### src/design/pnq_ram.sv
// generic simple dual-port ram with registered read
module pnq_ram #(
  parameter int unsigned WIDTH = 8,
  parameter int unsigned DEPTH = 16
) (
  input  logic                     clk,
  input  logic                     wr_en,
  input  logic [$clog2(DEPTH)-1:0] wr_addr,
  input  logic [WIDTH-1:0]         wr_data,
  input  logic                     rd_en,
  input  logic [$clog2(DEPTH)-1:0] rd_addr,
  output logic [WIDTH-1:0]         rd_data
);

  logic [WIDTH-1:0] mem [DEPTH];

  always_ff @(posedge clk) begin
    if (wr_en) begin
      mem[wr_addr] <= wr_data;
    end
    if (rd_en) begin
      rd_data <= mem[rd_addr];
    end
  end

endmodule

### config.mk
export PLATFORM = sky130hd
export DESIGN_NAME = pnq_ram
export DESIGN_NICKNAME = d
export VERILOG_FILES = /design/src/design/pnq_ram.sv
export SDC_FILE = /design/constraint.sdc
export NUM_CORES = 1
export LEC_CHECK = 0
export ABC_AREA = 1
export BUFFER_PORTS_ARGS = -buffer_cell sky130_fd_sc_hd__buf_2
export CAP_MARGIN = 10
export CORE_MARGIN = 2
export CORE_UTILIZATION = 27
export DETAILED_ROUTE_END_ITERATION = 10
export PLACE_DENSITY_LB_ADDON = 0.2
export SYNTH_ARGS = -nofsm -noshare
export SYNTH_HDL_FRONTEND = slang
export SYNTH_SLANG_ARGS = --single-unit
### constraint.sdc
create_clock -name clk -period 1.85 [get_ports clk]
set_clock_uncertainty 0.15 [all_clocks]
set_input_delay 0.2775 -clock clk [delete_from_list [all_inputs] [get_ports clk]]
set_output_delay 0.2775 -clock clk [all_outputs]
set_load 0.01 [all_outputs]
==> reports/metrics.yaml <==
drt_iter0_drc: 282
rr_endpoint: "rd_data[1]"
power_uw: 7030
syn_inst: 551
timing.fmax_ghz: 0.704
vias_per_cell: 4.32
cts_num_sinks: 136
nets: 615
finalHoldViolCount: 0
place_ws_ns: 0.0861
cts_tree: "done"
die_w_um: 151
maxSlewHeadroom_pct: 57.7
cp_top_family: "flip-flops"
clock_path_buffers: 2
synth_area_um2: 5850
report.final.slew_viol_count: 0
finalSetupTns_ns: 0
yosysSeqAreaShare_pct: 69.8
synth.distinct_cells: 11
grt_pass1_vias: 3733
r2r_cells: 6
port_buffers: 26
n_antenna_cell: 0
hpwl_um: 9190
synth.avg_cell_area_um2: 10.6
multiInputGateArea_um2: 1210
max-vdd-ir-drop_v: 0.000400
wl_um: 14500
fin_crit_sh_pct: 76.8
layout_commonest_cell: "nand2_1"
grt_overflow_total: 0
setup_violations: 0
hold_buffers: 0
synthTopCellsByArea: "edfxtp_1 70%, nand2_1 11%, nand3_1 8.3%"
n_fill_cell: 2127
min_to: "rd_data[3]"
grt_pass1_wl_um: 22600
drc: 0
min_from: "rd_en"
critPathLaunchType: "flop"
maxCapViolCount: 0
cts.repair.resized: 0
yosysWarnings: 0
power.density_nw_per_um2: 1020
layout_setup_ws_ns: 0.429
drive_gt1_share_pct: 12.0
stdcell_count: 881
first_pass_iters: 4
p_leak_uw: 0.00292
reg2reg_from: "mem[11][1]"
die_h_um: 151
clock_latency_ns: 0.42
final_cell_mix: "173 x nand2_1, 136 x edfxtp_1, 100 x inv_1"
avgRoutedWirePerCell_um: 16.5
crit_path_top_delay_cell: "edfxtp_1"
dieArea_um2: 22800
htree_levels: 4
crit_type: "flop to output port"
grt_max_degree: 41
hp-class: "primary input to flop"
start_util_pct: 27.6
end_kind: "output port"
critical-path-max-stage-delay_ns: 0.41
rsz0062_at_grt: "false"
ys_ff_latch: 136
clk_pin_slew_ns: 0.05
std_cell_rows: 53
synth_top_area_share_pct: 69.8
reg2reg_slack_ns: 0.55
area_delta_synth_final_pct: 18.0
required_ns: 1.42
place_congestion: 0.758
synth_nets: 570
path_buf_inv: 1
ant_nets: 0
cp_max_fo: 1
cp.depth: 1
coreArea_um2: 21200
cts_setup_buffers: 0
cts_buffers: 17
worst_ep_arrival_time_ns: 0.99
io_pins: 27
crit_chain: "buf_2"
dp_cells: 852
ff_latch_area_um2: 4080
cts-root-buf: "clkbuf_16"
antenna_found_initial: 0
period_minus_slack_ns: 1.42
hold_path_depth: 1
grtUsageTotal_pct: 13.8
status: "finished clean"
vias: 3802
worst_slew_pin_slew_ns: 0.633
synth_top_area_cell: "edfxtp_1"
synthesized netlist by cell type, drive strengths merged:
cell / count
edfxtp: 136
nand3b: 2
nor2: 17
nand2: 173
inv: 102
nand3: 97
buf: 24
power by group:
group	leakage, uW	internal, uW	switching [uW]	total, uW
registers	0.00124	3470	19.4	3490
clock network	0.000256	1940	1150	3090
logic	0.00143	130	312	442
cells by family after synthesis:
family	count (synthesis)	share of synthesized area [%]
flip-flops	136	69.8
buffers and inverters	126	9.39
AND/OR/NAND/NOR	289	20.8
flip-flops by register name (all words and copies together), names as in the netlist:
| name | flops |
|---|---|
| mem | 128 |
| rd_data | 8 |
per-layer routing:
layer / vias to the layer above / wire length [um] / track usage, %
met5: - / 0 / 0
met4: 0 / 187 / 4.58
met3: 14 / 674 / 3.34
met2: 102 / 6480 / 20.3
met1: 1818 / 7150 / 20.0
li1: 1868 / - / -
cell type report:
type / instances / area share, %
Multi-Input combinational cell: 289 / 17.6
Tap cell: 275 / 4.99
Clock inverter: 6 / 1.12
Sequential cell: 136 / 59.2
Timing Repair Buffer: 50 / 5.04
Clock buffer: 23 / 6.49
Inverter: 102 / 5.55
through the flow:
step	utilization (%)	instance area (um2)	hold slack, ns
floorplan	-	5850	0.226
CTS	32.6	6900	0.0610
finish	32.6	6900	0.0753
global placement	30.1	6370	0.509
global route	32.6	6900	0.0636
detailed placement	30.1	6370	0.500
worst max path at each step:
stage	start	end	slack, ns
after global routing	rd_data[5]	rd_data[5]	0.39
after detailed placement	rd_addr[1]	rd_data[2]	0.09
after floorplan	wr_addr[2]	mem[10][0]	0.47
after CTS	rd_data[5]	rd_data[5]	0.41
after global placement	rd_addr[1]	rd_data[2]	0.08
final	rd_data[6]	rd_data[6]	0.43
Note: power is estimated with default switching activity, not from simulation.
