## src/design/pnq_pkg.sv

```systemverilog
// shared constants, codes and types of the peak normalizer
package pnq_pkg;

  localparam int unsigned STORE_DEPTH = 16384;
  localparam int unsigned ADDR_W      = $clog2(STORE_DEPTH);
  localparam int unsigned CNT_W       = $clog2(STORE_DEPTH + 1);

  localparam int unsigned SAMPLE_W = 16;
  localparam int unsigned VAL_W    = 17;
  localparam int unsigned Q_SHIFT  = 16;
  localparam int unsigned SCALE_W  = 31;
  localparam int unsigned PROD_W   = VAL_W + SCALE_W + 1;

  // dividend of the scale division: full scale in q16
  localparam logic [SCALE_W-1:0] FULL_SCALE_Q = SCALE_W'(64'd32767 << Q_SHIFT);
  localparam int unsigned DIV_STEPS  = SCALE_W;
  localparam int unsigned DIV_STEP_W = $clog2(DIV_STEPS);

  localparam int unsigned Q_DEPTH = 2;
  localparam int unsigned QPTR_W  = $clog2(Q_DEPTH);
  localparam int unsigned QCNT_W  = $clog2(Q_DEPTH + 1);

  localparam logic CMD_LOAD  = 1'b0;
  localparam logic CMD_FETCH = 1'b1;

  typedef enum logic [1:0] {
    STATUS_OK    = 2'd0,
    STATUS_EMPTY = 2'd1,
    STATUS_DROP  = 2'd2
  } status_t;

  typedef enum logic [1:0] {
    OP_FETCH,
    OP_EMPTY,
    OP_DROP
  } op_kind_t;

  typedef struct packed {
    op_kind_t            kind;
    logic                first;
    logic                last;
    logic [ADDR_W-1:0]   addr;
    logic [VAL_W-1:0]    peak;
  } q_entry_t;

  typedef struct packed {
    logic                en;
    logic [ADDR_W-1:0]   addr;
    logic [VAL_W-1:0]    data;
  } ram_wr_t;

  typedef enum logic [1:0] {
    B_IDLE,
    B_DIV,
    B_MUL,
    B_OUT
  } back_state_t;

endpackage

```

## src/design/pnq_front.sv

```systemverilog
// front end: takes transfers, stores loads, tracks the peak and queues work for the back end
module pnq_front (
  input  logic              clk,
  input  logic              rst,
  input  logic              cfg_we,
  input  logic              cfg_data,
  input  logic              s_tvalid,
  output logic              s_tready,
  input  logic [31:0]       s_tdata,
  input  logic              s_tuser,
  input  logic              q_full,
  input  logic              back_pending,
  output logic              q_push,
  output pnq_pkg::q_entry_t q_data,
  output pnq_pkg::ram_wr_t  ram_wr
);
  import pnq_pkg::*;

  logic              channel_mode;
  logic [CNT_W-1:0]  count, count_next;
  logic [ADDR_W-1:0] rd_idx, rd_idx_next;
  logic [VAL_W-1:0]  peak, peak_next;
  logic              emitting, emitting_next;

  logic [VAL_W-1:0]  value;
  logic [VAL_W-1:0]  mag;
  logic [ADDR_W-1:0] idx;
  logic              is_last;
  logic              store_full;
  logic              accept;

  always_comb begin
    if (channel_mode) begin
      value = {s_tdata[SAMPLE_W-1], s_tdata[SAMPLE_W-1:0]};
    end else begin
      value = {s_tdata[SAMPLE_W-1], s_tdata[SAMPLE_W-1:0]}
            + {s_tdata[2*SAMPLE_W-1], s_tdata[2*SAMPLE_W-1:SAMPLE_W]};
    end
    mag        = value[VAL_W-1] ? (~value + VAL_W'(1)) : value;
    idx        = emitting ? rd_idx : '0;
    is_last    = (CNT_W'(idx) + CNT_W'(1)) == count;
    store_full = count == CNT_W'(STORE_DEPTH);

    // loads after a finished block wait until pending fetches have read the store
    s_tready = !q_full && !(back_pending && !emitting);
    accept   = s_tvalid && s_tready;

    count_next    = count;
    rd_idx_next   = rd_idx;
    peak_next     = peak;
    emitting_next = emitting;
    q_push        = 1'b0;
    q_data.kind   = OP_FETCH;
    q_data.first  = !emitting;
    q_data.last   = is_last;
    q_data.addr   = idx;
    q_data.peak   = peak;
    ram_wr.en     = 1'b0;
    ram_wr.addr   = count[ADDR_W-1:0];
    ram_wr.data   = value;

    if (accept) begin
      if (s_tuser == CMD_LOAD) begin
        if (!emitting) begin
          if (store_full) begin
            q_push      = 1'b1;
            q_data.kind = OP_DROP;
          end else begin
            ram_wr.en  = 1'b1;
            count_next = count + CNT_W'(1);
            if (mag > peak) begin
              peak_next = mag;
            end
          end
        end
      end else if (count == '0) begin
        q_push      = 1'b1;
        q_data.kind = OP_EMPTY;
      end else begin
        q_push = 1'b1;
        if (is_last) begin
          count_next    = '0;
          rd_idx_next   = '0;
          peak_next     = VAL_W'(1);
          emitting_next = 1'b0;
        end else begin
          rd_idx_next   = idx + ADDR_W'(1);
          emitting_next = 1'b1;
        end
      end
    end
  end

  always_ff @(posedge clk) begin
    if (rst) begin
      channel_mode <= 1'b0;
      count        <= '0;
      rd_idx       <= '0;
      peak         <= VAL_W'(1);
      emitting     <= 1'b0;
    end else begin
      if (cfg_we) begin
        channel_mode <= cfg_data;
      end
      count    <= count_next;
      rd_idx   <= rd_idx_next;
      peak     <= peak_next;
      emitting <= emitting_next;
    end
  end

endmodule

```

## config.mk

```make
export PLATFORM = sky130hd
export DESIGN_NAME = pnq_front
export DESIGN_NICKNAME = d
export VERILOG_FILES = /design/src/design/pnq_pkg.sv /design/src/design/pnq_front.sv
export SDC_FILE = /design/constraint.sdc
export NUM_CORES = 1
export LEC_CHECK = 0
export ABC_AREA = 0
export ABC_CLOCK_PERIOD_IN_PS = 11800
export CAP_MARGIN = 15
export CELL_PAD_IN_SITES_DETAIL_PLACEMENT = 0
export CELL_PAD_IN_SITES_GLOBAL_PLACEMENT = 2
export CORE_AREA = 2 2 123 113
export DETAILED_ROUTE_END_ITERATION = 12
export DIE_AREA = 0 0 125 115
export DONT_BUFFER_PORTS = 1
export HOLD_SLACK_MARGIN = 0.03
export PLACE_DENSITY_LB_ADDON = 0.05
export SYNTH_ARGS = -nofsm -noshare
export SYNTH_HDL_FRONTEND = slang
export SYNTH_SLANG_ARGS = --single-unit
export TNS_END_PERCENT = 5
```

## constraint.sdc

```tcl
create_clock -name clk -period 11.8 [get_ports clk]
set_clock_uncertainty 0.15 [all_clocks]
set_input_delay 1.18 -clock clk [delete_from_list [all_inputs] [get_ports clk]]
set_output_delay 1.18 -clock clk [all_outputs]
set_load 0.03 [all_outputs]
```

==> metrics.md <==
| Metric | Value |
|---|---|
| Outcome | `finished clean` |
| Diodes inserted | `0` |
| Total grt overflow | `0` |
| Max Cap Viol | `0` |
| Core Area | `between 10000 and 15000 sq um` |
| Overall power | `between 500 and 600 uW` |
| Least-Margin Pin Slew | `between 1 and 1.5 ns` |
| Worst-path clk slew | `about 0.07 ns` |
| Final ANT Viol Nets | `0` |
| Syn Inst Count | `673` |
| Layout cells sized above 1 | `3.937%` |
| Crit path max-delay family | `simple AND/OR/NAND/NOR gates` |
| CTS Buf Count | `5` |
| Area occupied by registers | `960.9 sq um` |
| Clk sinks | `48` |
| I/O pin count | `109` |
| WL final | `14810 microns` |
| Detailed Place HPWL | `11510 microns` |
| Peak supply drop | `a little under 0.00006 V` |
| Worst path max stage delay | `roughly 0.5 ns` |
| Power Density | `roughly 100 nW/um^2` |
| H-tree Lvls | `2` |
| Filler Cell Count | `1377` |
| Die area | `14380 sq um` |
| Row cnt | `40` |
| Final Max Slew Viols | `0` |
| Startpoint types | `input pin` |
| GRT Total Usage | `20.19%` |
| Register area share after synthesis | `19.55%` |
| Synth unique cells | `63` |
| Worst-path fanout max | `25` |
| Commonest non-fill, non-tap cell in the layout | `nor2_1` |
| GPL Wtd Cong | `0.8641` |
| WP data arrival | `6.21 ns` |
| Top FF cell, synth | `dfxtp_1` |
| Cell Area, Synth | `4916 sq um` |
| Largest net degree at the start of global routing | `38` |
| Post-CTS Setup Inserts | `0` |
| Most frequent cells in the layout | `62 x nor2_1, 53 x inv_1, 49 x a21oi_1` |
| Worst-Skew Late Latency | `0.31 ns` |
| Via-to-Cell Ratio | `5.783` |
| DR pass1 iterations | `4` |
| DR iter-0 viols | `250` |
| Worst hold path stage count | `2` |
| IO Port Bufs | `0` |
| Ys Warns | `0` |
| Multi-input logic area | `3515 sq um` |
| Area growth from synthesis to layout | `3.080%` |
| RSZ-0062 raised after global routing | `false` |
| Lkg Pwr | `approximately 0.0019 uW` |
| Crit path cell chain | `ha_1, inv_1, fa_1, nand2b_1, a21oi_1, o22ai_1, mux2_2, nand2b_1, inv_1, or3_1, nor4bb_1, or2_2, xnor2_1, ha_1, nand4_1, o211ai_1, a21o_1, o211ai_2, buf_4, or4_1, a21oi_1` |
| Initial antenna violation count | `0` |
| # nets final | `between 700 and 800` |
| Async SR Flop Fraction | `0%` |
| Final min period | `6.126 ns` |
| First-pass GRT wire length | `23360 microns` |
| Initial Util | `37.49%` |
| Slew margin rel. | `26.27%` |
| Net Count, Synth | `751` |
| Synth Area per Inst | `7.305 sq um` |
| TNS Setup | `0 ns` |
| Finish-stage setup viols | `0` |
| Die W | `between 100 and 150 microns` |
| Vias in the first global route | `4402` |
| Per-cell routed wire length | `about 18 microns` |
| Stages on worst setup path | `21` |
| CTS tree | `yes` |
| Critical Path RT | `11.89 ns` |
| Fmax achieved | `163.2 MHz` |
| Final hold vios | `0` |
| Reg2Reg Depth | `18` |
| Crit. End Element | `flip-flop` |
| Vias post-DR | `4644` |
| Number of synthesized register bits | `48` |
| DRC viols | `0` |
| Clock root cell | `clkbuf_16` |
| Clk buf depth | `2` |
| Period utilisation layout | `51.91%` |
| Hold WC Path Type | `reg -> reg` |
| Post-synth EDFFs | `0` |
| Post-CTS sizing | `0` |
| Die Height | `115 microns` |
| Crit path kind | `in -> reg` |
| Slowest CP cell | `or4_1` |
| WP buf/inv | `3` |
| CTS Hold Bufs | `0` |
-- per-layer routing --
layer | global-route usage, % | routed length (microns) | vias to the layer above
met3 | 6.422 | 976 | 20
li1 | - | - | 2344
met5 | 0 | 0 | -
met4 | 6.519 | 352 | 0
met1 | 23.62 | 6241 | 2168
met2 | 35.43 | 7242 | 112
-- Yosys cell counts (11+ instances only) --
master     count  share of area, %
nor2_1        62               4.7
inv_1         53               4.0
a21oi_1       49               5.0
dfxtp_1       48                20
nand2_1       42               3.2
ha_1          37               9.4
xnor2_1       31               5.5
clkbuf_1      28               2.1
nor3_1        26               2.6
nand3_1       19               1.9
o21ai_0       19               1.9
buf_4         16               2.4
nand4_1       15               1.9
xor2_1        14               2.5
nor2b_1       13               1.7
a21o_1        12               1.8
o21a_1        12               1.8
and2_1        11               1.4
o2111ai_1     11               2.0
-- through the flow --
| stage | utilization (%) | worst slack [ns] | cells | cell area [sq um] | hold slack, ns |
|---|---|---|---|---|---|
| after detailed placement | 37.48 | 5.412 | 795 | 4915 | 0.3091 |
| after CTS | 38.65 | 5.693 | 803 | 5067 | 0.3188 |
| after global routing | 38.65 | 5.248 | 803 | 5067 | 0.3561 |
| after floorplan | - | 6.052 | 673 | 4916 | 0.2905 |
| after global placement | 37.48 | 5.353 | 795 | 4915 | 0.3035 |
| final | 38.65 | 5.674 | 803 | 5067 | 0.3117 |
-- state kept, by name, summed over array words and instances, names as in the netlist --
| register | flops |
|---|---|
| peak | 17 |
| channel_mode | 1 |
| count | 15 |
| emitting | 1 |
| rd_idx | 14 |
-- report_power, final --
part	leakage (uW)	switching [uW]	internal, uW	total [uW]
Combinational	0.00144	128	71.2	200
Sequential	0.000387	4.42	163	168
Clock	0.0000772	68.5	84.9	153
Total	0.00191	201	320	521
-- tightest hold or removal path, stage by stage (launching register included) --
cell,delay (ns)
dfxtp_1,0.32
nand2_1,0.05
a21oi_1,0.05
-- kinds of logic (layout without fill, tap and decap cells) --
| logic type | after synthesis | count (layout) | synth area share (%) |
|---|---|---|---|
| multiplexers | 9 | 9 | 1.858 |
| AND/OR/NAND/NOR | 271 | 271 | 30.26 |
| AO/OA/AOI/OAI | 159 | 159 | 21.33 |
| buffers and inverters | 103 | 65 | 9.163 |
| XOR/XNOR | 45 | 45 | 8.017 |
| adder cells (fa/ha/maj) | 38 | 38 | 9.824 |
| flip-flops | 48 | 48 | 19.55 |
-- worst paths after layout --
path | start | end | slack (ns)
worst min-delay path | rd_idx[11]$_SDFFE_PP0P_ | rd_idx[11]$_SDFFE_PP0P_ | 0.31
worst max register to register | channel_mode$_SDFFE_PP0P_ | peak[16]$_SDFFE_PP0P_ | 6.37
worst min register to register | rd_idx[11]$_SDFFE_PP0P_ | rd_idx[11]$_SDFFE_PP0P_ | 0.31
worst max-delay path | s_tdata[0] | peak[16]$_SDFFE_PP0P_ | 5.67
-- cell type report --
type	count	area share (%)
Clock inverter	2	0.2716
Clock buffer	6	2.741
Inverter	53	3.926
Timing Repair Buffer	4	0.5926
Tap cell	168	4.148
Multi-Input combinational cell	522	69.36
Sequential cell	48	18.96
(Power assumes the default switching activity.)
