--- src/design/pnq_pkg.sv ---
// shared constants, codes and types of the peak normalizer
package pnq_pkg;

  localparam int unsigned STORE_DEPTH = 16384;
  localparam int unsigned ADDR_W      = $clog2(STORE_DEPTH);
  localparam int unsigned CNT_W       = $clog2(STORE_DEPTH + 1);

  localparam int unsigned SAMPLE_W = 16;
  localparam int unsigned VAL_W    = 17;
  localparam int unsigned Q_SHIFT  = 16;
  localparam int unsigned SCALE_W  = 31;
  localparam int unsigned PROD_W   = VAL_W + SCALE_W + 1;

  // dividend of the scale division: full scale in q16
  localparam logic [SCALE_W-1:0] FULL_SCALE_Q = SCALE_W'(64'd32767 << Q_SHIFT);
  localparam int unsigned DIV_STEPS  = SCALE_W;
  localparam int unsigned DIV_STEP_W = $clog2(DIV_STEPS);

  localparam int unsigned Q_DEPTH = 2;
  localparam int unsigned QPTR_W  = $clog2(Q_DEPTH);
  localparam int unsigned QCNT_W  = $clog2(Q_DEPTH + 1);

  localparam logic CMD_LOAD  = 1'b0;
  localparam logic CMD_FETCH = 1'b1;

  typedef enum logic [1:0] {
    STATUS_OK    = 2'd0,
    STATUS_EMPTY = 2'd1,
    STATUS_DROP  = 2'd2
  } status_t;

  typedef enum logic [1:0] {
    OP_FETCH,
    OP_EMPTY,
    OP_DROP
  } op_kind_t;

  typedef struct packed {
    op_kind_t            kind;
    logic                first;
    logic                last;
    logic [ADDR_W-1:0]   addr;
    logic [VAL_W-1:0]    peak;
  } q_entry_t;

  typedef struct packed {
    logic                en;
    logic [ADDR_W-1:0]   addr;
    logic [VAL_W-1:0]    data;
  } ram_wr_t;

  typedef enum logic [1:0] {
    B_IDLE,
    B_DIV,
    B_MUL,
    B_OUT
  } back_state_t;

endpackage

--- src/design/pnq_div.sv ---
// restoring divider, one quotient bit per cycle, computes the q16 scale
module pnq_div (
  input  logic                        clk,
  input  logic                        rst,
  input  logic                        start,
  input  logic [pnq_pkg::VAL_W-1:0]   divisor,
  output logic                        done,
  output logic [pnq_pkg::SCALE_W-1:0] quotient
);
  import pnq_pkg::*;

  logic                  busy;
  logic [DIV_STEP_W-1:0] step;
  logic [VAL_W-1:0]      rem;
  logic [VAL_W-1:0]      dvs;
  logic [VAL_W:0]        rem_sh;
  logic [VAL_W:0]        diff;
  logic                  ge;

  always_comb begin
    rem_sh = {rem, quotient[SCALE_W-1]};
    diff   = rem_sh - {1'b0, dvs};
    ge     = rem_sh >= {1'b0, dvs};
  end

  always_ff @(posedge clk) begin
    if (rst) begin
      busy <= 1'b0;
      done <= 1'b0;
      step <= '0;
    end else begin
      done <= 1'b0;
      if (start) begin
        busy <= 1'b1;
        step <= '0;
      end else if (busy) begin
        step <= step + DIV_STEP_W'(1);
        if (step == DIV_STEP_W'(DIV_STEPS - 1)) begin
          busy <= 1'b0;
          done <= 1'b1;
        end
      end
    end
  end

  always_ff @(posedge clk) begin
    if (start) begin
      rem      <= '0;
      quotient <= FULL_SCALE_Q;
      dvs      <= divisor;
    end else if (busy) begin
      quotient <= {quotient[SCALE_W-2:0], ge};
      rem      <= ge ? diff[VAL_W-1:0] : rem_sh[VAL_W-1:0];
    end
  end

endmodule

--- src/design/pnq_back.sv ---
// back end: reads stored values, scales them, reports empty and drop status and holds the output register
module pnq_back (
  input  logic                       clk,
  input  logic                       rst,
  input  logic                       q_empty,
  input  pnq_pkg::q_entry_t          q_data,
  output logic                       q_pop,
  output logic                       ram_rd_en,
  output logic [pnq_pkg::ADDR_W-1:0] ram_rd_addr,
  input  logic [pnq_pkg::VAL_W-1:0]  ram_rd_data,
  output logic                       busy,
  output logic                       m_tvalid,
  input  logic                       m_tready,
  output logic [15:0]                m_tdata,
  output logic                       m_tlast,
  output logic [1:0]                 m_tuser
);
  import pnq_pkg::*;

  back_state_t             state, state_next;
  q_entry_t                cur;
  logic signed [PROD_W-1:0] prod;
  logic                    div_start;
  logic                    div_done;
  logic [SCALE_W-1:0]      scale;
  logic                    out_load;

  pnq_div u_div (
    .clk      (clk),
    .rst      (rst),
    .start    (div_start),
    .divisor  (q_data.peak),
    .done     (div_done),
    .quotient (scale)
  );

  assign ram_rd_addr = q_data.addr;
  assign busy        = state != B_IDLE;

  always_comb begin
    state_next = state;
    q_pop      = 1'b0;
    ram_rd_en  = 1'b0;
    div_start  = 1'b0;
    out_load   = 1'b0;
    unique case (state)
      B_IDLE: begin
        if (!q_empty) begin
          q_pop = 1'b1;
          if (q_data.kind == OP_FETCH) begin
            ram_rd_en = 1'b1;
            if (q_data.first) begin
              div_start  = 1'b1;
              state_next = B_DIV;
            end else begin
              state_next = B_MUL;
            end
          end else begin
            state_next = B_OUT;
          end
        end
      end
      B_DIV: begin
        if (div_done) begin
          state_next = B_MUL;
        end
      end
      B_MUL: begin
        state_next = B_OUT;
      end
      B_OUT: begin
        if (!m_tvalid || m_tready) begin
          out_load   = 1'b1;
          state_next = B_IDLE;
        end
      end
      default: begin
        state_next = B_IDLE;
      end
    endcase
  end

  always_ff @(posedge clk) begin
    if (rst) begin
      state    <= B_IDLE;
      m_tvalid <= 1'b0;
    end else begin
      state <= state_next;
      if (out_load) begin
        m_tvalid <= 1'b1;
      end else if (m_tready) begin
        m_tvalid <= 1'b0;
      end
    end
  end

  always_ff @(posedge clk) begin
    if (q_pop) begin
      cur <= q_data;
    end
    if (state == B_MUL) begin
      prod <= $signed(ram_rd_data) * $signed({1'b0, scale});
    end
    if (out_load) begin
      unique case (cur.kind)
        OP_FETCH: begin
          m_tdata <= prod[Q_SHIFT +: SAMPLE_W];
          m_tlast <= cur.last;
          m_tuser <= STATUS_OK;
        end
        OP_EMPTY: begin
          m_tdata <= '0;
          m_tlast <= 1'b0;
          m_tuser <= STATUS_EMPTY;
        end
        default: begin
          m_tdata <= '0;
          m_tlast <= 1'b0;
          m_tuser <= STATUS_DROP;
        end
      endcase
    end
  end

endmodule

--- config.mk ---
export PLATFORM = sky130hd
export DESIGN_NAME = pnq_back
export DESIGN_NICKNAME = d
export VERILOG_FILES = /design/src/design/pnq_pkg.sv /design/src/design/pnq_div.sv /design/src/design/pnq_back.sv
export SDC_FILE = /design/constraint.sdc
export NUM_CORES = 1
export LEC_CHECK = 0
export ABC_CLOCK_PERIOD_IN_PS = 12500
export BUFFER_PORTS_ARGS = -buffer_cell sky130_fd_sc_hd__buf_4
export CORE_UTILIZATION = 69
export DETAILED_ROUTE_END_ITERATION = 10
export MAX_ROUTING_LAYER = met4
export PLACE_DENSITY_LB_ADDON = 0.1
export SYNTH_ARGS = -nofsm -noshare
export SYNTH_HDL_FRONTEND = slang
export SYNTH_SLANG_ARGS = --single-unit
--- constraint.sdc ---
create_clock -name clk -period 12.5 [get_ports clk]
set_input_delay 2.5 -clock clk [delete_from_list [all_inputs] [get_ports clk]]
set_output_delay 2.5 -clock clk [all_outputs]
set_load 0.005 [all_outputs]
==> results.md <==
- Largest net degree at the start of global routing: 70
- Maximum clock insertion buffer count: 2
- Synth area leaders: fa_1, edfxtp_1, ha_1
- Htree depth: 4
- Crit path cell chain: buf_4 > nand2_1 > fa_1 > inv_1 > fa_1 > inv_1 > fa_1 > inv_1 > fa_1 > fa_1 > inv_1 > fa_1 > inv_1 > ha_1 > nand3_1 > or4_1 > o211ai_1 > nand2_1 > a21oi_1 > a21oi_1 > xnor2_1
- Synth Instances: roughly 1.8k
- Port-buffer cells: 64
- Routed Antenna Nets: 0
- CTS root buffer: clkbuf_16
- Die area: 25,200 um^2
- Critical path data arrival time: 8340 ps
- Clock Skew: approximately 17 ps
- Top-Level Pins: 93
- Cell repeated most along the worst path: fa_1
- Commonest non-fill, non-tap cell in the layout: inv_1
- Routed via count: ~12k
- Via density per instance: 5.55
- Grt peak-use layer: met2
- Worst path required time: approximately 13,000 ps
- Met1 Use GR: approximately two fifths
- Number of synthesized register bits: ~110
- Site Rows: 57
- Area grow syn2layout: 6.37%
- Slew Viols, Final: 0
- DR pass1 iterations: 5
- Crit share post-route: between 60% and 70%
- Layout cells sized above 1: about 6.7%
- Starting density of the core: around 70%
- GR Util met3: under 10%
- Post-Syn Area: 17,000 um^2
- CP Launch Type: input pin
- CTS Buf Count: 17
- Clock tree from TritonCTS: built
- Fmax: between 100 and 150 MHz
- Die Wd: 159 um
- Worst-Skew Late Latency: between 400 and 500 ps
- Sink Count: 113
- Worst path max stage delay: 590 ps
- Residual DRC: 0
- RSZ-0062 raised after global routing: no
- First-pass GRT wire length: 63.7 mm
- Status: completed
- Library cells used by synthesis: between 50 and 60
- Final number of hold-violating endpoints: 0
- Gr ovfl total: 0
- Filler Cells Inserted: roughly 1.8k
- Yosys top cell by area: fa_1
- Crit Path Category: in2reg
- Setup bufs post-CTS: 0
- Post-DP HPWL: between 20 and 30 mm
- N_diodes: 0
- Die Ht: approximately 160 um
- Sequential area share after synthesis: between 10% and 20%
- Crit-path slowest cell: fa_1
- CP max FO: 24
- Tightest Pin Transition: a little over 1000 ps
- Antenna violations before repair: 0
- Setup TNS: 0 ps
- Crit path capture type: flip-flop
- Vias in the first global route: ~13k
- Min Clock Period, post-route: around 8000 ps
- RD Place Congestion: around 0.89
- Syn Nets: approximately 2.3k
- # nets final: 2,277
- Ys flop type: dfxtp_1
- DR iter-0 viols: 689
- DRT Wirelength: 37.8 mm
- Core area: between 20,000 and 25,000 um^2
- Clock-pin slew on the worst setup and hold paths: around 60 ps
- Max cap viols: 0
- Yosys Warn Count: 0
- Met2 usage: a little under three fifths
- Area share of the largest cell type after synthesis: between 30 and 40%
- Slew Limit Headroom: between 30% and 40%
- Total Routing Usage GR: about a third
- Number of synthesized flops with an enable pin: 55
- Cts repair resizes: 0
- Drt wl/cell: 17.8 um
- Ys async rst share: 0%
- Syn avg cell area: approximately 9.4 um^2
- Most frequent cells in the layout: inv_1, fa_1, nand2_1, and2_1, ha_1
- Post-CTS Hold Buffers: 0
- Final setup viols: 0
- Min-Delay Path Class: reg2reg
[state kept, by name, indices dropped and copies added, names as in the netlist]
signal          count
u_div.dvs          17
prod               16
m_tdata            16
u_div.done          1
m_tlast             1
cur                 3
u_div.rem          17
state               2
m_tvalid            1
u_div.step          5
m_tuser             2
u_div.busy          1
u_div.quotient     31
[worst paths after layout]
kind / cells after the start / slack [ps] / endpoint / startpoint
setup / recovery: 21 / 4340 / prod[28]$_DFFE_PP_ / ram_rd_data[8]
setup reg to reg: 18 / 5780 / prod[28]$_DFFE_PP_ / u_div.quotient[10]$_SDFFE_PP0P_
hold reg to reg: 2 / 460 / u_div.busy$_SDFF_PP0_ / u_div.busy$_SDFF_PP0_
hold / removal: 2 / 460 / u_div.busy$_SDFF_PP0_ / u_div.busy$_SDFF_PP0_
[critical path: cells and delay by family]
family	cells	cell delay [ps]
AO/OA/AOI/OAI	3	770
adder cells (fa/ha/maj)	7	3290
buffers and inverters	6	580
XOR/XNOR	1	130
AND/OR/NAND/NOR	4	1040
[Yosys cell counts, drive strengths merged, types with 5 or more instances]
cell,instances
nor3,15
dfxtp,58
o211ai,5
o21ai,20
ha,114
xnor2,41
nor2b,9
a21o,6
nor2,67
clkbuf,88
a211oi,11
inv,366
a31oi,6
o21a,7
xor2,15
nand2,245
nand3,12
mux2i,40
buf,19
a21oi,34
fa,319
nand2b,11
edfxtp,55
and2,199
[layer usage]
| layer | share of wire [%] | routed length, um |
|---|---|---|
| met1 | 39 | 14800 |
| met2 | 50 | 19000 |
| met3 | 6.6 | 2490 |
| met4 | 3.8 | 1440 |
| met5 | 0 | 0 |
[per-stage QoR]
stage	cell area [um^2]	worst slack (ps)	std cells	util (%)	hold WS [ps]
2_1_floorplan	17000	4330	1808	-	457
3_3_place_gp	17400	4050	2093	71.9	448
3_5_place_dp	17400	3950	2093	71.9	454
4_1_cts	18100	4370	2125	74.5	462
5_1_grt	18100	4070	2125	74.5	494
6_report	18100	4340	2125	74.5	461
[cell type report]
type                    count  area [um^2]  area share [%]
well taps                 324          405            2.24
inverters                 367         1380            7.63
clock inverters            11          114           0.630
repair buffers             68          510            2.83
flip-flops and latches    113         2810            15.6
clock buffers              21          514            2.85
multi-input cells        1221        12300            68.3
[kinds of logic after synthesis]
kind of cell	Yosys count	synth area share, %
AO/OA/AOI/OAI	114	4.66
buffers and inverters	474	10.9
adder cells (fa/ha/maj)	433	46.0
AND/OR/NAND/NOR	577	16.6
flip-flops	113	16.6
multiplexers	41	2.42
XOR/XNOR	56	2.89
Power is not shown: default switching activity piles up to over one toggle a cycle in this logic, so the estimate is an artifact.
