File: src/design/pnq_pkg.sv
// shared constants, codes and types of the peak normalizer
package pnq_pkg;

  localparam int unsigned STORE_DEPTH = 16384;
  localparam int unsigned ADDR_W      = $clog2(STORE_DEPTH);
  localparam int unsigned CNT_W       = $clog2(STORE_DEPTH + 1);

  localparam int unsigned SAMPLE_W = 16;
  localparam int unsigned VAL_W    = 17;
  localparam int unsigned Q_SHIFT  = 16;
  localparam int unsigned SCALE_W  = 31;
  localparam int unsigned PROD_W   = VAL_W + SCALE_W + 1;

  // dividend of the scale division: full scale in q16
  localparam logic [SCALE_W-1:0] FULL_SCALE_Q = SCALE_W'(64'd32767 << Q_SHIFT);
  localparam int unsigned DIV_STEPS  = SCALE_W;
  localparam int unsigned DIV_STEP_W = $clog2(DIV_STEPS);

  localparam int unsigned Q_DEPTH = 2;
  localparam int unsigned QPTR_W  = $clog2(Q_DEPTH);
  localparam int unsigned QCNT_W  = $clog2(Q_DEPTH + 1);

  localparam logic CMD_LOAD  = 1'b0;
  localparam logic CMD_FETCH = 1'b1;

  typedef enum logic [1:0] {
    STATUS_OK    = 2'd0,
    STATUS_EMPTY = 2'd1,
    STATUS_DROP  = 2'd2
  } status_t;

  typedef enum logic [1:0] {
    OP_FETCH,
    OP_EMPTY,
    OP_DROP
  } op_kind_t;

  typedef struct packed {
    op_kind_t            kind;
    logic                first;
    logic                last;
    logic [ADDR_W-1:0]   addr;
    logic [VAL_W-1:0]    peak;
  } q_entry_t;

  typedef struct packed {
    logic                en;
    logic [ADDR_W-1:0]   addr;
    logic [VAL_W-1:0]    data;
  } ram_wr_t;

  typedef enum logic [1:0] {
    B_IDLE,
    B_DIV,
    B_MUL,
    B_OUT
  } back_state_t;

endpackage

File: src/design/pnq_fifo.sv
// short work queue between front end and back end
module pnq_fifo (
  input  logic              clk,
  input  logic              rst,
  input  logic              push,
  input  pnq_pkg::q_entry_t push_data,
  output logic              full,
  input  logic              pop,
  output pnq_pkg::q_entry_t pop_data,
  output logic              empty
);
  import pnq_pkg::*;

  q_entry_t          entries [Q_DEPTH];
  logic [QPTR_W-1:0] wr_ptr;
  logic [QPTR_W-1:0] rd_ptr;
  logic [QCNT_W-1:0] fill;

  assign full     = fill == QCNT_W'(Q_DEPTH);
  assign empty    = fill == '0;
  assign pop_data = entries[rd_ptr];

  always_ff @(posedge clk) begin
    if (rst) begin
      wr_ptr <= '0;
      rd_ptr <= '0;
      fill   <= '0;
    end else begin
      if (push) begin
        wr_ptr <= (wr_ptr == QPTR_W'(Q_DEPTH - 1)) ? '0 : wr_ptr + QPTR_W'(1);
      end
      if (pop) begin
        rd_ptr <= (rd_ptr == QPTR_W'(Q_DEPTH - 1)) ? '0 : rd_ptr + QPTR_W'(1);
      end
      if (push && !pop) begin
        fill <= fill + QCNT_W'(1);
      end else if (pop && !push) begin
        fill <= fill - QCNT_W'(1);
      end
    end
  end

  always_ff @(posedge clk) begin
    if (push) begin
      entries[wr_ptr] <= push_data;
    end
  end

endmodule

File: config.mk
export PLATFORM = sky130hd
export DESIGN_NAME = pnq_fifo
export DESIGN_NICKNAME = d
export VERILOG_FILES = /design/src/design/pnq_pkg.sv /design/src/design/pnq_fifo.sv
export SDC_FILE = /design/constraint.sdc
export NUM_CORES = 1
export LEC_CHECK = 0
export ABC_CLOCK_PERIOD_IN_PS = 6600
export BUFFER_PORTS_ARGS = -buffer_cell sky130_fd_sc_hd__buf_2
export CORE_MARGIN = 1.5
export CORE_UTILIZATION = 35
export CTS_CLUSTER_SIZE = 24
export DETAILED_ROUTE_END_ITERATION = 16
export HOLD_SLACK_MARGIN = 0.02
export PLACE_DENSITY = 0.61
export SYNTH_ARGS = -nofsm -noshare
export SYNTH_HDL_FRONTEND = slang
export SYNTH_SLANG_ARGS = --single-unit
File: constraint.sdc
create_clock -name clk -period 6.6 [get_ports clk]
set_clock_uncertainty 0.2 [all_clocks]
set_input_delay 1.32 -clock clk [delete_from_list [all_inputs] [get_ports clk]]
set_output_delay 1.32 -clock clk [all_outputs]
set_load 0.01 [all_outputs]
==> results.yml, run 1 <==
final_layout:
  design_area_um2: 3451
  most-common-layout-cells: "75 x sky130_fd_sc_hd__buf_2, 70 x sky130_fd_sc_hd__edfxtp_1, 35 x sky130_fd_sc_hd__mux2_2, 9 x sky130_fd_sc_hd__clkbuf_8, 5 x sky130_fd_sc_hd__nor2_1"
  final_common_cell: "sky130_fd_sc_hd__buf_2"
  layout.nets: 253
  fillerInstances: 697
  final_core_util_pct: 45.12
  regArea_um2: 2203
  footprint_of_the_multi_input_gates_um2: 506.7
  share_of_final_layout_standard_cells_stronger_than_drive_strength_1_pct: 58.72
  area_growth_pct: 26.34
sta:
  final_hold_viol_count: 0
  hold-worst-slack_ps: 309.0
  setup_viol: 0
  totalNegativeSetupSlack_ps: 0
  timing.final.max_slew_violations: 0
  tightest_slew_ps: 1071
  finalCriticalPeriod_ps: 3340
  finalCritPeriodShare_pct: 50.60
  grt_setup_unrepaired: "no"
  achievable-frequency_mhz: 299.4
  relative_max_transition_margin_pct: 28.42
global_route:
  grt_usage_pct: 12.15
  grt_pass1_wl_um: 7162
  grt_pass1_vias: 1379
  global_route.overflow_total: 0
  maximum_number_of_pins_on_one_net_before_global_route_repair: 36
  initial_antenna_violation_count: 1
synthesis:
  mappedNetlistNets: 171
  synth.ff_latch_count: 75
  netlist_instances: 131
  total_standard_cell_area_after_synthesis_um2: 2731
  warning_count_from_the_yosys_run: 0
  synth.yosys.seq_area_share_pct: 80.62
  synth.avg_cell_area_um2: 20.85
  yosys.cell_types.count: 16
power:
  post-layout-total-power_mw: 1.080
  cellLeakagePower_nw: 1.302
  power_density_over_cell_area_nw_per_um2: 312.9
  ir_drop_mv: 0.1146
drt:
  starting_drt_drc_count: 41
  drtPass1Iterations: 4
  wl_met2_um: 2487
  vias_per_inst: 4.371
  route.antenna.remaining_nets: 0
  detail_route.wirelength_um: 4684
  routedLengthMet1_um: 1895
  wl_per_cell_um: 14.59
  maxUsedRoutingLayer: "met4"
  vias: 1403
  drcViolationCount: 0
  dr_wl_met3_um: 192
worst_setup_path:
  r2r-start: "wr_ptr"
  crit_path_top_delay_cell: "sky130_fd_sc_hd__dfxtp_2"
  critical-path-top-delay-family: "flip-flops"
  critical_path.max_fanout: 35
  cpPeakStageDelay_ps: 910
  cp_cell_sequence: "mux2_2 > buf_2"
  critical_path_arrival_ps: 1820
  worst-setup-path-type: "flop to output pin"
  worstSetupStartpointType: "flop"
  worst_setup_path_end_kind: "output pin"
  critPathRequiredTime_ps: 5080
  timing.critical_path.buf_inv: 1
clock_network:
  cts_repair_resize_count: 0
  root_buffer_cell: "sky130_fd_sc_hd__clkbuf_8"
  htree_num_levels: 3
  cts-hold-fix-buffers: 0
  clockBufferDepth: 2
  path_clk_slew_ps: 70
  postCtsSetupRepairBufs: 0
  cts_made_buffers: 9
  clock_tree_from_tritoncts: "built"
  clock_sinks: 75
  clk_latency_ps: 330
floorplanning:
  horiz_die_dim_um: 91.34
  floorplan.initialDensity_pct: 35.72
  placementRows: 32
  fp.dieArea_um2: 8343
  io_pins: 76
  dieHeight_um: 91.34
  core_region_area_um2: 7647
placement:
  placed_cell_area_um2: 3217
  numPortBuffers: 75
  gp_routability_congestion: 0.7028
  hpwlAfterDp_um: 2911
run:
  maxCapViolations: 0
worst_hold_path:
  min_from: "fill[1]"
  hold_path.class: "flop to flop"
run_status:
  outcome: "completed"
-- cell families (layout without fill, tap and decap cells) --
logic type | count (synthesis) | in the layout | synth area share (%)
adder cells (fa/ha/maj) | 1 | 1 | 0.4580
flip-flops | 75 | 75 | 80.62
multiplexers | 35 | 35 | 14.43
other | 0 | 1 | 0
buffers and inverters | 5 | 92 | 1.145
AO/OA/AOI/OAI | 2 | 2 | 0.3661
AND/OR/NAND/NOR | 9 | 9 | 1.695
XOR/XNOR | 4 | 4 | 1.283
-- Yosys cell counts --
cell type	n	area (µm²)
sky130_fd_sc_hd__nor2b_1	1	6.260
sky130_fd_sc_hd__and2b_2	1	8.760
sky130_fd_sc_hd__xnor2_1	2	17.52
sky130_fd_sc_hd__and2_1	1	6.260
sky130_fd_sc_hd__or3_1	1	6.260
sky130_fd_sc_hd__edfxtp_1	70	2102
sky130_fd_sc_hd__o21ai_0	1	5.000
sky130_fd_sc_hd__dfxtp_1	5	100.1
sky130_fd_sc_hd__a21oi_1	1	5.000
sky130_fd_sc_hd__ha_1	1	12.51
sky130_fd_sc_hd__buf_4	3	22.52
sky130_fd_sc_hd__mux2_2	35	394.1
sky130_fd_sc_hd__buf_2	1	5.000
sky130_fd_sc_hd__nor2_1	5	18.77
sky130_fd_sc_hd__inv_1	1	3.750
sky130_fd_sc_hd__xor2_1	2	17.52
-- path summary, 6_finish.rpt --
path,end,cells after the start,slack [ps]
min reg2reg,fill[1],2,310
max,pop_data[0],2,3260
min,fill[1],2,310
max reg2reg,entries[0][12],1,4810
-- per-layer routing --
layer,up-vias,track usage [%]
met5,-,0
met4,0,7.813
met3,8,4.104
met2,35,20.02
met1,694,13.33
li1,666,-
-- flip-flops by register name, summed over array words and instances (netlist names), named ones only --
register,flops
wr_ptr,1
rd_ptr,1
fill,2
entries,70
-- metrics by stage --
stage,setup WS (ps),cells
after global placement,3582,304
after detailed placement,3588,304
final,3260,321
after CTS,3224,320
after global routing,3123,320
after floorplan,3073,131
-- power breakdown --
group          internal [mW]  switching (mW)  leakage, nW
clock                  0.249           0.155        0.118
sequential             0.554          0.0163        0.699
combinational         0.0539          0.0518        0.485
total                  0.856           0.223         1.30
-- final cells by class --
type                    instances  share of cell area [%]
diodes                          1                 0.07252
repair buffers                 75                   10.88
inverters                       1                  0.1088
multi-input cells              51                   14.68
clock inverters                 6                   3.009
clock buffers                  10                   3.698
flip-flops and latches         75                   63.85
well taps                     102                   3.698
No activity file was read; power rests on OpenSTA's default activity.
==> run 2, diff against run 1 <==
- ABC_AREA: not set -> 1
- ABC_CLOCK_PERIOD_IN_PS: 6600 -> 2800
- PLACE_DENSITY: 0.61 -> 0.63
- clock period: 6.6 -> 2.8 ns (I/O delays scaled with it)
==> results.yml, run 2 <==
final_layout:
  area_growth_pct: 23.89
  n_antenna_cell: 0
  registers.top_by_ff_count: "entries"
  most-common-layout-cells: "75 x sky130_fd_sc_hd__buf_2, 70 x sky130_fd_sc_hd__edfxtp_1, 30 x sky130_fd_sc_hd__mux2_4, 9 x sky130_fd_sc_hd__inv_1, 9 x sky130_fd_sc_hd__clkbuf_8"
  share_of_final_layout_standard_cells_stronger_than_drive_strength_1_pct: 55.36
  layout.nets: 268
  top_regs: "entries: 70 flops, fill: 2 flops"
  largest_register_ffs: 70
  final_common_cell: "sky130_fd_sc_hd__buf_2"
worst_hold_path:
  worstHoldEndpoint: "entries[1][18]"
  min_from: "push_data[18]"
  timing.hold.worst_path_depth: 1
  hold_path.class: "primary input to flop"
worst_setup_path:
  critical_path.reg2reg.endpoint: "entries[0][0]"
  critPathRequiredTime_ps: 2040
  crit_path_top_delay_cell: "sky130_fd_sc_hd__mux2_2"
  worst_setup_path_end_kind: "output pin"
  r2r-start: "wr_ptr"
  worst_setup_slack_for_register_to_register_paths_ps: 1280
  worstSetupStartpointType: "flop"
  reg2regPathDepth: 2
  cp_cell_sequence: "buf_4 > mux2_2 > buf_2"
  worst-setup-path-type: "flop to output pin"
  critical_path_arrival_ps: 1520
  critical_path.max_fanout: 22
  cpPeakStageDelay_ps: 380
power:
  seq_power_share_pct: 53.4
  cellLeakagePower_nw: 1.453
  power_density_over_cell_area_nw_per_um2: 681.5
  power.combinational.fraction_pct: 11.9
  pwr-share-clk_pct: 34.7
  internal-power_mw: 1.941
  ir_drop_mv: 0.2848
  post-layout-total-power_mw: 2.454
  p_sw_share_pct: 20.92
  power_switching_uw: 513.3
synthesis:
  synth.yosys.seq_area_share_pct: 75.76
  synth_flop_cell: "sky130_fd_sc_hd__edfxtp_1"
  synth.ff_latch_count: 75
  synth.avg_cell_area_um2: 20.47
  yosys.cell_types.count: 16
  netlist_top_cells_count: "70 x sky130_fd_sc_hd__edfxtp_1, 30 x sky130_fd_sc_hd__mux2_4, 9 x sky130_fd_sc_hd__inv_1, 7 x sky130_fd_sc_hd__nor2_1"
  mappedNetlistNets: 182
  async_flop_share_pct: 0
  total_standard_cell_area_after_synthesis_um2: 2907
  netlist_instances: 142
  biggest_area_contributors_in_the_synthesized_netlist: "sky130_fd_sc_hd__edfxtp_1 72%, sky130_fd_sc_hd__mux2_4 15%, sky130_fd_sc_hd__dfxtp_1 3.4%"
  warning_count_from_the_yosys_run: 0
  synth_most_common_cell: "sky130_fd_sc_hd__edfxtp_1"
  synth-edff-count: 70
  share_of_the_synthesized_area_in_the_top_cell_type_pct: 72.32
  synth_top_area_cell: "sky130_fd_sc_hd__edfxtp_1"
clock_network:
  postCtsSetupRepairBufs: 0
  cts-hold-fix-buffers: 0
  clockBufferDepth: 2
  root_buffer_cell: "sky130_fd_sc_hd__clkbuf_8"
  path_clk_slew_ps: 70
  htree_num_levels: 3
  cts_made_buffers: 9
  cts_repair_resize_count: 0
  clock_sinks: 75
  clock_tree_from_tritoncts: "built"
  clk_latency_ps: 320
sta:
  setup_viol: 0
  tightest_slew_ps: 502.3
  achievable-frequency_mhz: 438.9
  final_hold_viol_count: 0
  totalNegativeSetupSlack_ps: 0
  grt_setup_unrepaired: "no"
  finalCriticalPeriod_ps: 2279
  finalCritPeriodShare_pct: 81.38
  timing.final.max_slew_violations: 0
  final.setup.worst_slack_ps: 521.4
  relative_max_transition_margin_pct: 66.44
run:
  maxCapViolations: 0
global_route:
  maximum_number_of_pins_on_one_net_before_global_route_repair: 37
  grt_pass1_wl_um: 7017
  initial_antenna_violation_count: 0
  grt_usage_pct: 10.90
  global_route.overflow_total: 0
  grt_pass1_vias: 1537
run_status:
  outcome: "completed"
drt:
  route.antenna.remaining_nets: 0
  starting_drt_drc_count: 56
  drcViolationCount: 0
  detail_route.wirelength_um: 4448
  wl_per_cell_um: 13.16
  vias_per_inst: 4.293
  drtPass1Iterations: 3
  vias: 1451
placement:
  preCtsSetupSlack_ps: 850.6
  gp_routability_congestion: 0.6662
  numPortBuffers: 75
  hpwlAfterDp_um: 2973
floorplanning:
  core_region_area_um2: 8134
  horiz_die_dim_um: 94.13
  dieHeight_um: 94.13
  io_pins: 76
  floorplan.initialDensity_pct: 35.73
  placementRows: 33
  fp.dieArea_um2: 8860
-- run 2: layout make-up --
class | instances | area, µm²
fill | 739 | 4533
sequential | 75 | 2203
multi-input combinational | 54 | 606.8
timing repair buffer | 79 | 417.9
tap | 105 | 131.4
clock buffer | 10 | 127.6
clock inverter | 6 | 80.08
inverter | 9 | 33.78
-- run 2: how the worst max path moves through the flow --
stage               cells past startpoint  slack (ps)            end
finish                                  3         520   pop_data[20]
global route                            3         420   pop_data[20]
CTS                                     3         470   pop_data[20]
detailed placement                      3         850   pop_data[20]
global placement                        3         850   pop_data[20]
floorplan                               2         100  entries[0][0]
-- run 2: critical path: cells and delay by family (launching register included) --
kind	cells	cell delay (ps)
buf+inv	2	490
mux	1	380
flops	1	320
-- run 2: power by group through the flow --
stage | logic [mW] | clock network (mW) | registers [mW]
after detailed placement | 0.300 | 0 | 1.34
after global routing | 0.321 | 0.932 | 1.32
after CTS | 0.300 | 0.886 | 1.31
final | 0.293 | 0.850 | 1.31
after floorplan | 0.202 | 0 | 1.33
after global placement | 0.296 | 0 | 1.33
-- run 2: cell families (layout without fill, tap and decap cells) --
group	count (synthesis)	after routing	synth area share, %
DFF	75	75	75.76
muxes	35	35	17.43
and+or+nand+nor	15	15	2.109
buffers and inverters	13	104	3.616
AOI/OAI and AO/OA	2	2	0.3441
adders and majority gates	1	1	0.4304
xor gates and xnor gates	1	1	0.3014
-- run 2: through the flow --
stage / hold slack, ps / cell area (µm²) / std cells / utilization (%)
final: 216.6 / 3601 / 338 / 44.27
after global routing: 188.2 / 3601 / 338 / 44.27
after CTS: 191.0 / 3601 / 338 / 44.27
after detailed placement: 312.4 / 3393 / 322 / 41.72
after global placement: 297.9 / 3393 / 322 / 41.72
after floorplan: 279.9 / 2907 / 142 / -
-- run 2: per-layer routing --
metal | share of wire, % | global-route usage (%) | wire [µm]
met1 | 41 | 11.88 | 1806
met4 | 1.4 | 5.224 | 61
met5 | 0 | 0 | 0
met3 | 5.7 | 3.883 | 255
met2 | 52 | 18.78 | 2325
